===== src/hdl/hrlf_pkg.sv =====
package hrlf_pkg;

    localparam int COUNT_WIDTH = 25;
    localparam int CAP_WIDTH   = 25;
    localparam int LEN_WIDTH   = 32;
    localparam int NAME_LEN    = 15;
    localparam int MATCH_WIDTH = $clog2(NAME_LEN + 1);

    localparam logic [CAP_WIDTH-1:0]   CAP_RESET       = CAP_WIDTH'(65536);
    localparam logic [31:0]            HEADER_END_WORD = 32'h0D0A_0D0A;
    localparam logic [COUNT_WIDTH-1:0] COUNT_MAX       = '1;
    localparam logic [LEN_WIDTH-1:0]   LEN_MAX         = '1;

    typedef enum logic [1:0] {
        PH_NAME  = 2'd0,
        PH_BLANK = 2'd1,
        PH_DIGIT = 2'd2,
        PH_DONE  = 2'd3
    } t_phase;

    // Lowercase text of the length header name, one character per position.
    function automatic logic [7:0] name_char(input logic [MATCH_WIDTH-1:0] idx);
        logic [7:0] c;
        case (idx)
            MATCH_WIDTH'(0):  c = "c";
            MATCH_WIDTH'(1):  c = "o";
            MATCH_WIDTH'(2):  c = "n";
            MATCH_WIDTH'(3):  c = "t";
            MATCH_WIDTH'(4):  c = "e";
            MATCH_WIDTH'(5):  c = "n";
            MATCH_WIDTH'(6):  c = "t";
            MATCH_WIDTH'(7):  c = "-";
            MATCH_WIDTH'(8):  c = "l";
            MATCH_WIDTH'(9):  c = "e";
            MATCH_WIDTH'(10): c = "n";
            MATCH_WIDTH'(11): c = "g";
            MATCH_WIDTH'(12): c = "t";
            MATCH_WIDTH'(13): c = "h";
            MATCH_WIDTH'(14): c = ":";
            default:          c = 8'h00;
        endcase
        return c;
    endfunction

endpackage


===== src/hdl/http_response_length_framer.sv =====
// Channel   | Direction | Signals
// ----------+-----------+--------------------------------------------------------
// input     | in        | i_in_valid / o_in_ready, i_data_byte, i_stream_closed
// result    | out       | o_out_valid / i_out_ready, o_response_done, o_close_needed,
//           |           | o_header_complete, o_length_found, o_content_length,
//           |           | o_bytes_received
// config    | in        | i_cfg_valid / o_cfg_ready, i_cfg_buffer_capacity
//
// One request is taken per cycle while o_in_ready is high; its result is loaded into
// the output register at acceptance. The rate is set by the per-byte state update,
// which is one register stage of short logic (times-ten add, two compares).
// o_in_ready follows the output register: a new request is taken while it is empty or
// while its finished result is being taken in the same cycle.
// Sync active-low reset clears framing state and o_out_valid, loads capacity 65536.
module http_response_length_framer (
    input  logic                            i_clk,
    input  logic                            i_rst_n,

    input  logic                            i_in_valid,
    output logic                            o_in_ready,
    input  logic [7:0]                      i_data_byte,
    input  logic                            i_stream_closed,

    output logic                            o_out_valid,
    input  logic                            i_out_ready,
    output logic                            o_response_done,
    output logic                            o_close_needed,
    output logic                            o_header_complete,
    output logic                            o_length_found,
    output logic [hrlf_pkg::LEN_WIDTH-1:0]  o_content_length,
    output logic [hrlf_pkg::CAP_WIDTH-1:0]  o_bytes_received,

    input  logic                            i_cfg_valid,
    output logic                            o_cfg_ready,
    input  logic [hrlf_pkg::CAP_WIDTH-1:0]  i_cfg_buffer_capacity
);
    import hrlf_pkg::*;

    // Framing state of the response in progress.
    logic [CAP_WIDTH-1:0]   r_capacity;
    logic [COUNT_WIDTH-1:0] r_byte_total,  n_byte_total;
    logic [31:0]            r_tail,        n_tail;
    logic                   r_header_seen, n_header_seen;
    logic [MATCH_WIDTH-1:0] r_match,       n_match;
    t_phase                 r_phase,       n_phase;
    logic [LEN_WIDTH-1:0]   r_len,         n_len;
    logic                   r_len_valid,   n_len_valid;
    logic [LEN_WIDTH-1:0]   r_body,        n_body;
    logic                   r_close,       n_close;
    logic                   n_done;

    // Result register.
    logic                   r_out_valid;
    logic                   r_done, r_close_o, r_hdr_o, r_lenv_o;
    logic [LEN_WIDTH-1:0]   r_len_o;
    logic [CAP_WIDTH-1:0]   r_bytes_o;

    logic                   accept;
    logic [7:0]             lc;
    logic [MATCH_WIDTH-1:0] match_inc;
    logic                   is_digit, is_blank, header_now, cap_hit;
    logic [LEN_WIDTH+3:0]   times_ten;

    assign o_in_ready  = !r_out_valid || i_out_ready;
    assign o_cfg_ready = 1'b1;
    assign accept      = i_in_valid && o_in_ready;

    assign lc        = (i_data_byte inside {["A":"Z"]}) ? i_data_byte + 8'd32 : i_data_byte;
    assign is_digit  = i_data_byte inside {["0":"9"]};
    assign is_blank  = (i_data_byte == " ") || (i_data_byte == 8'h09);
    assign match_inc = r_match + MATCH_WIDTH'(1);
    // length * 10 + digit, wide enough to see overflow
    assign times_ten = ({4'b0, r_len} << 3) + ({4'b0, r_len} << 1)
                       + {{(LEN_WIDTH){1'b0}}, i_data_byte[3:0]};

    always_comb begin
        n_byte_total  = r_byte_total;
        n_tail        = r_tail;
        n_header_seen = r_header_seen;
        n_match       = r_match;
        n_phase       = r_phase;
        n_len         = r_len;
        n_len_valid   = r_len_valid;
        n_body        = r_body;
        n_close       = r_close;
        n_done        = 1'b0;
        header_now    = 1'b0;
        cap_hit       = 1'b0;

        if (i_stream_closed) begin
            n_done  = 1'b1;
            n_close = 1'b1;
        end else begin
            if (r_byte_total != COUNT_MAX) begin
                n_byte_total = r_byte_total + COUNT_WIDTH'(1);
            end

            if (!r_header_seen) begin
                n_tail = {r_tail[23:0], i_data_byte};

                // Scan for the first length header and its digits.
                case (r_phase)
                    PH_NAME: begin
                        if (r_match < MATCH_WIDTH'(NAME_LEN) && lc == name_char(r_match)) begin
                            n_match = match_inc;
                        end else begin
                            n_match = (lc == name_char(MATCH_WIDTH'(0)))
                                      ? MATCH_WIDTH'(1) : MATCH_WIDTH'(0);
                        end
                        if (n_match >= MATCH_WIDTH'(NAME_LEN)) begin
                            n_match = MATCH_WIDTH'(NAME_LEN);
                            n_phase = PH_BLANK;
                        end
                    end
                    PH_BLANK, PH_DIGIT: begin
                        if (r_phase == PH_BLANK && is_blank) begin
                            n_phase = PH_BLANK;
                        end else if (is_digit) begin
                            n_len       = (|times_ten[LEN_WIDTH+3:LEN_WIDTH])
                                          ? LEN_MAX : times_ten[LEN_WIDTH-1:0];
                            n_len_valid = 1'b1;
                            n_phase     = PH_DIGIT;
                        end else begin
                            n_phase = PH_DONE;
                        end
                    end
                    default: begin
                        n_phase = r_phase;
                    end
                endcase

                if (n_tail == HEADER_END_WORD) begin
                    n_header_seen = 1'b1;
                    header_now    = 1'b1;
                    if (!n_len_valid) begin
                        n_close = 1'b1;
                    end
                end
            end

            if (r_header_seen && r_body != LEN_MAX) begin
                n_body = r_body + LEN_WIDTH'(1);
            end

            // The header end byte is never a digit, so the registered length holds here.
            cap_hit = (33'(n_byte_total) >= 33'(r_capacity))
                      || (n_byte_total == COUNT_MAX);
            if ((r_header_seen || header_now) && r_len_valid && n_body >= r_len) begin
                n_done = 1'b1;
            end else if (cap_hit) begin
                n_done  = 1'b1;
                n_close = 1'b1;
            end
        end
    end

    // Capacity register.
    always_ff @(posedge i_clk) begin
        if (!i_rst_n) begin
            r_capacity <= CAP_RESET;
        end else if (i_cfg_valid && o_cfg_ready) begin
            r_capacity <= i_cfg_buffer_capacity;
        end
    end

    // Framing state: advance per request, clear at the end of a response.
    always_ff @(posedge i_clk) begin
        if (!i_rst_n || (accept && n_done)) begin
            r_byte_total  <= '0;
            r_tail        <= '0;
            r_header_seen <= 1'b0;
            r_match       <= '0;
            r_phase       <= PH_NAME;
            r_len         <= '0;
            r_len_valid   <= 1'b0;
            r_body        <= '0;
            r_close       <= 1'b0;
        end else if (accept) begin
            r_byte_total  <= n_byte_total;
            r_tail        <= n_tail;
            r_header_seen <= n_header_seen;
            r_match       <= n_match;
            r_phase       <= n_phase;
            r_len         <= n_len;
            r_len_valid   <= n_len_valid;
            r_body        <= n_body;
            r_close       <= n_close;
        end
    end

    // Result register: hold until taken.
    always_ff @(posedge i_clk) begin
        if (!i_rst_n) begin
            r_out_valid <= 1'b0;
        end else if (accept) begin
            r_out_valid <= 1'b1;
        end else if (i_out_ready) begin
            r_out_valid <= 1'b0;
        end
    end

    always_ff @(posedge i_clk) begin
        if (accept) begin
            r_done    <= n_done;
            r_close_o <= n_close;
            r_hdr_o   <= n_header_seen;
            r_lenv_o  <= n_len_valid;
            r_len_o   <= n_len;
            r_bytes_o <= CAP_WIDTH'(n_byte_total);
        end
    end

    assign o_out_valid       = r_out_valid;
    assign o_response_done   = r_done;
    assign o_close_needed    = r_close_o;
    assign o_header_complete = r_hdr_o;
    assign o_length_found    = r_lenv_o;
    assign o_content_length  = r_len_o;
    assign o_bytes_received  = r_bytes_o;

endmodule


===== config.mk =====
export PLATFORM = sky130hd
export DESIGN_NAME = http_response_length_framer
export DESIGN_NICKNAME = d
export VERILOG_FILES = /design/src/hdl/hrlf_pkg.sv /design/src/hdl/http_response_length_framer.sv
export SDC_FILE = /design/constraint.sdc
export NUM_CORES = 1
export LEC_CHECK = 0
export BUFFER_PORTS_ARGS = -buffer_cell sky130_fd_sc_hd__buf_4
export CELL_PAD_IN_SITES_DETAIL_PLACEMENT = 1
export CELL_PAD_IN_SITES_GLOBAL_PLACEMENT = 1
export CORE_UTILIZATION = 50
export CTS_BUF_LIST = sky130_fd_sc_hd__clkbuf_16
export DETAILED_ROUTE_END_ITERATION = 16
export GPL_TIMING_DRIVEN = 0
export PLACE_DENSITY_LB_ADDON = 0.1
export SLEW_MARGIN = 25
export SYNTH_ARGS = -nofsm -noshare
export SYNTH_HDL_FRONTEND = slang
export SYNTH_SLANG_ARGS = --single-unit

===== constraint.sdc =====
create_clock -name i_clk -period 10.9 [get_ports i_clk]
set_input_delay 2.18 -clock i_clk [delete_from_list [all_inputs] [get_ports i_clk]]
set_output_delay 2.18 -clock i_clk [all_outputs]
set_load 0.1 [all_outputs]

; ---- Word level (Yosys, flattened, before mapping)
; Memories as Yosys holds them, arrays and structs flattened. A register that Yosys moved wholly into a read port is not among the register bits.
; Cells that the tools add are included.
[classes]
magnitude_cmp = 8
bitwise = 2
muxes = 50
addsub = 6
eq_ne = 11
n_reduce_logical = 25
[ops]
columns = cell, count
row1 = 2-to-1 mux 32 bit, 8
row2 = 2-to-1 mux 25 bit, 3
row3 = adder 35 x 33 -> 36 bit, 1
row4 = adder 36 x 4 -> 36 bit, 1
row5 = "adder 32 x 1 -> 32 bit, second input constant", 1
row6 = "== test 32 x 28 -> 1 bit, second input constant", 1
row7 = greater-or-equal comparator 32 bit, 1
row8 = 2-to-1 mux 8 bit, 4
row9 = "inequality test 32 bit, second input constant", 1
row10 = 2-to-1 mux 4 bit, 7
row11 = "adder 25 x 1 -> 25 bit, second input constant", 1
row12 = "== test 25 bit, second input constant", 1
row13 = greater-or-equal comparator 25 bit, 1
row14 = 2-to-1 mux 1 bit, 25
row15 = "inequality test 25 bit, second input constant", 1
row16 = logical AND 1 bit, 9
row17 = "adder 8 x 6 -> 8 bit, second input constant", 1
row18 = "== test 8 x 4 -> 1 bit, second input constant", 1
row19 = "== test 8 x 6 -> 1 bit, second input constant", 1
row20 = "== test 8 x 7 -> 1 bit, second input constant", 1
row21 = == test 8 bit, 1
row22 = "greater-or-equal comparator 8 x 6 -> 1 bit, second input constant", 1
row23 = "greater-or-equal comparator 8 x 7 -> 1 bit, second input constant", 1
row24 = "less-or-equal comparator 8 x 6 -> 1 bit, second input constant", 1
row25 = other kinds (20), 28
[word_totals]
rom_bits = 112
elab_cells = 120
output_inout_bits = 64
ff_bits = 209
memories = 1
input_bits = 39
[mem_list]
columns = memory, words, width, read_ports, rd_clocked_by_memory_dff, wr, line
row1 = (name not given), 16, 7, 1, 1, 0, hrlf_pkg.sv:24  ; case (idx)

; ---- Logic depth before layout (Yosys ltp)
[depth]
ltp_word = 14
ltp_mapped = 25
ltp_nobuf = 21

; ---- Least setup slack after synthesis
; OpenSTA, ideal clock, no wires.
[synth_timing]
path_type = input to register
from = input port i_out_ready
to = register r_len[13]
path_buffers = 1
setup_time_ps = 239
t_required_ps = 10661
t_arrival_ps = 5510
slack_ps = 5150
cell_stages = 5
path_cell_list = nand2b_1 -> nand2_1 -> inv_1 -> clkbuf_1 -> a311oi_1
[synth_between]
elab_chain_len = 4
[synth_lines]
columns = element, line
row1 = start: declaration, http_response_length_framer.sv:25  ; input logic i_out_ready,
row2 = logical OR 1 bit *, http_response_length_framer.sv:64  ; assign o_in_ready = !r_out_valid || i_out_ready;
row3 = logical AND 1 bit *, http_response_length_framer.sv:66  ; assign accept = i_in_valid && o_in_ready;
row4 = named net accept, http_response_length_framer.sv:58  ; logic accept;
row5 = logical AND 1 bit, http_response_length_framer.sv:168  ; if (!i_rst_n || (accept && n_done)) begin
row6 = logical OR 1 bit, http_response_length_framer.sv:168
row7 = end signal: assignment, http_response_length_framer.sv:184  ; r_len <= n_len;
row8 = end: declaration, http_response_length_framer.sv:46  ; logic [LEN_WIDTH-1:0] r_len, n_len;
; Mark *: on every way through the listed nets, which the timed path passes. The rest lies on a longest branch.
; A chain may end at the register's enable or synchronous reset.

; ---- Final worst setup path
[layout_timing]
from = input port i_data_byte[3]
to = register r_len_o[28] (netlist: o_content_length[28]), data pin
[layout_between]
elab_chain_len = 8
elab_cells_between_ends = 15
cone_classes = add/sub (1) / order compare (2) / eq/ne (2) / mux (6) / reduce/logical (4)
[layout_lines]
columns = element, line
row1 = start: declaration, http_response_length_framer.sv:21  ; input logic [7:0] i_data_byte,
row2 = adder 36 x 4 -> 36 bit, http_response_length_framer.sv:74  ; + {{(LEN_WIDTH){1'b0}}, i_data_byte[3:0]};
row3 = OR reduction 4 bit, http_response_length_framer.sv:119  ; n_len = (|times_ten[LEN_WIDTH+3:LEN_WIDTH])
row4 = 2-to-1 mux 32 bit, http_response_length_framer.sv:120  ; ? LEN_MAX : times_ten[LEN_WIDTH-1:0];
row5 = 2-to-1 mux 32 bit, http_response_length_framer.sv:118  ; end else if (is_digit) begin
row6 = 2-to-1 mux 32 bit *, http_response_length_framer.sv:116  ; if (r_phase == PH_BLANK && is_blank) begin
row7 = 2-to-1 mux 32 bit *, http_response_length_framer.sv:102  ; case (r_phase)
row8 = 2-to-1 mux 32 bit *, http_response_length_framer.sv:98  ; if (!r_header_seen) begin
row9 = 2-to-1 mux 32 bit *, http_response_length_framer.sv:90  ; if (i_stream_closed) begin
row10 = named net n_len[28], http_response_length_framer.sv:46
row11 = end signal: assignment, http_response_length_framer.sv:208  ; r_len_o <= n_len;
row12 = end: declaration, http_response_length_framer.sv:55  ; logic [LEN_WIDTH-1:0] r_len_o;
; Marked as above.

==> results.ini <==
[yosys]
synth_top_cell_area_share_pct=21.9
ys_warn_count=0
synth_area_um2=14200
ys_seq_elements=216
synth_edf_count=61
synth.distinct_cells=77
ys_seq_area_share_pct=34.8
synth_flop_cell=dfxtp_1
synth.avg_cell_area_um2=8.66
synth_area_leaders=dfxtp_1 22%, edfxtp_1 13%, ha_1 12%
synth_cells=1636
syn_nets=1809
yosysTopAreaCell=dfxtp_1
synthArstFlopShare_pct=0

[cts]
cts_resized=0
cts_tree=built
root_buffer=clkbuf_16
htree_levels=1
path_clk_slew_ns=0.06
clockBufferDepth=3
holdBufCountCts=0
numCtsBuffers=26
cts_post_setup_buffers_inserted=0
clk_latency_ns=0.55
cts.sinks=216

[route]
drc=0
highest_layer=met4
drt_iter0_drc=818
via_per_inst=5.88
vias=12700
wl_met1_um=19700
totalWireLength_um=43100
final_antenna_net_count=0
route.met2.wl_um=20400
met3_length_um=2110
first_pass_iters=5
wl_per_cell_um=20.0

[global_routing]
grt_usage_pct=29.7
grt_max_degree=39
grt_overflow=0
grt_pass1_wl_um=68000
antenna_found_initial=1
grt_pass1_vias=12700

[setup_path]
endpoint_kind=register
slowest_stage=clkbuf_1
path_common_cell=a21oi_1
cp_max_fo=10
slowest_delay_ns=0.58
path_cells=buf_4, fa_1, ha_1, a211o_1, a31oi_1, o21ai_0, and3b_1, o31ai_1, a21oi_1, nand3b_1, nor2b_1, clkbuf_1, a21oi_1
start_kind=input pin
crit_arrival_ns=6.60
cp.required_ns=11.12
worst-setup-path-type=input pin to register

[timing]
drv_slew=0
worstMarginPinSlew_ns=1.05
rsz0062_at_grt=no
setup_viol=0
postLayoutSetupSlackWorst_ns=4.53
finalCriticalPeriod_ns=6.37
finalHoldViolations=0
fin_worst_skew_ns=0.0259
finalCritPeriodShare_pct=58.5
max-slew-margin-rel_pct=29.3
fmax_mhz=157
fin_tns_setup_ns=0

[placed_design]
placed_area_um2=15400
gp_congestion=0.881
pre_cts_ws_ns=4.07
port_buffers=98
dp_hpwl_um=32700

[finish]
final_common_cell=nor2_1
fin_area_um2=16200
antenna_cells=0
drive_above_1_share_pct=10.8
area_growth_pct=14.5
final_cell_mix=226 x nor2_1, 155 x dfxtp_1, 132 x ha_1
fin_nets=1936

[power]
p_sw_w=0.000535
p_int_w=0.00138
comb_power_share_pct=11.8
switching_share_pct=27.9
power_frac_clock_pct=43.5
seq_power_share_pct=44.6
vdd.ir_drop.worst_mv=0.0969
p_total_w=0.00192
cellPowerDensity_nw_per_um2=118
power_leakage_nw=6.97

[floorplanning]
die_w_um=170
die_h_um=170
initial_utilization_pct=50.9
dieArea_um2=29000
pin_count=103
placeableCoreArea_um2=27900
rows=61

[status]
outcome=completed

[run]
cap_violations=0

[min_path]
hp-class=register to register

[sequential cells by signal, indices dropped and copies added (netlist names), named ones only]
signal,flops
o_length_found,1
r_tail,24
o_bytes_received,25
o_response_done,1
r_len_valid,1
r_close,1
r_len,32
r_header_seen,1
r_body,32
o_content_length,32
r_byte_total,25
r_capacity,25
o_header_complete,1
r_phase,2
o_close_needed,1
r_match,4
o_out_valid,1
[worst max-delay path, delay by kind of cell]
kind            cells  cell delay (ns)
compound gates      6             2.01
fa+ha+maj           2             0.87
buf+inv             2             0.71
simple gates        3             0.80
[cell usage after synthesis (all sizes together), types with 42 or more instances]
master	count
nor2	227
dfxtp	155
ha	132
nand2	103
a21oi	98
inv	95
xnor2	89
xor2	62
edfxtp	61
clkbuf	52
o21ai	45
mux2i	42
[power groups by stage]
stage | combinational [W] | sequential (W) | clock [W]
2_1_floorplan | 0.0000741 | 0.000958 | 0
3_3_place_gp | 0.000220 | 0.000874 | 0
3_5_place_dp | 0.000225 | 0.000873 | 0
4_1_cts | 0.000227 | 0.000856 | 0.000848
5_1_grt | 0.000239 | 0.000857 | 0.000880
6_report | 0.000227 | 0.000856 | 0.000834
[path summary, 6_finish.rpt]
kind,startpoint,to,slack [ns],cells past startpoint
setup / recovery,i_data_byte[3],o_content_length[28]$_DFFE_PP_,4.53,13
hold reg to reg,r_phase[1]$_SDFFE_PP0P_,r_phase[1]$_SDFFE_PP0P_,0.47,2
setup reg to reg,r_byte_total[1]$_SDFFE_PP0P_,register,4.73,21
hold / removal,r_phase[1]$_SDFFE_PP0P_,r_phase[1]$_SDFFE_PP0P_,0.47,2
[stage by stage]
step / cells / util (%) / hold slack (ns)
floorplan: 1636 / - / 0.439
finish: 2161 / 58.2 / 0.472
global placement: 2112 / 55.2 / 0.459
CTS: 2161 / 58.2 / 0.462
detailed placement: 2113 / 55.3 / 0.463
global route: 2161 / 58.2 / 0.499
[cells by family after synthesis]
group / share of synthesized area (%)
simple gates: 20.0
compound gates: 15.5
flops: 34.8
buf+inv: 5.23
xor+xnor: 9.33
fa+ha+maj: 11.9
mux: 3.13
other cells: 0.0265
[per-layer routing]
| metal | global-route usage (%) | vias up |
|---|---|---|
| met3 | 3.67 | 57 |
| li1 | - | 6081 |
| met5 | 0 | - |
| met1 | 40.2 | 6272 |
| met4 | 7.68 | 0 |
| met2 | 49.8 | 299 |
[layout make-up]
cell class | instances | area (um^2)
Buffer | 87 | 388
Clock buffer | 26 | 651
Clock inverter | 22 | 160
Tap cell | 378 | 473
Timing Repair Buffer | 99 | 756
Multi-Input combinational cell | 1238 | 8500
Inverter | 95 | 357
Fill cell | 3363 | 11600
Sequential cell | 216 | 4930
(Power assumes the default switching activity.)
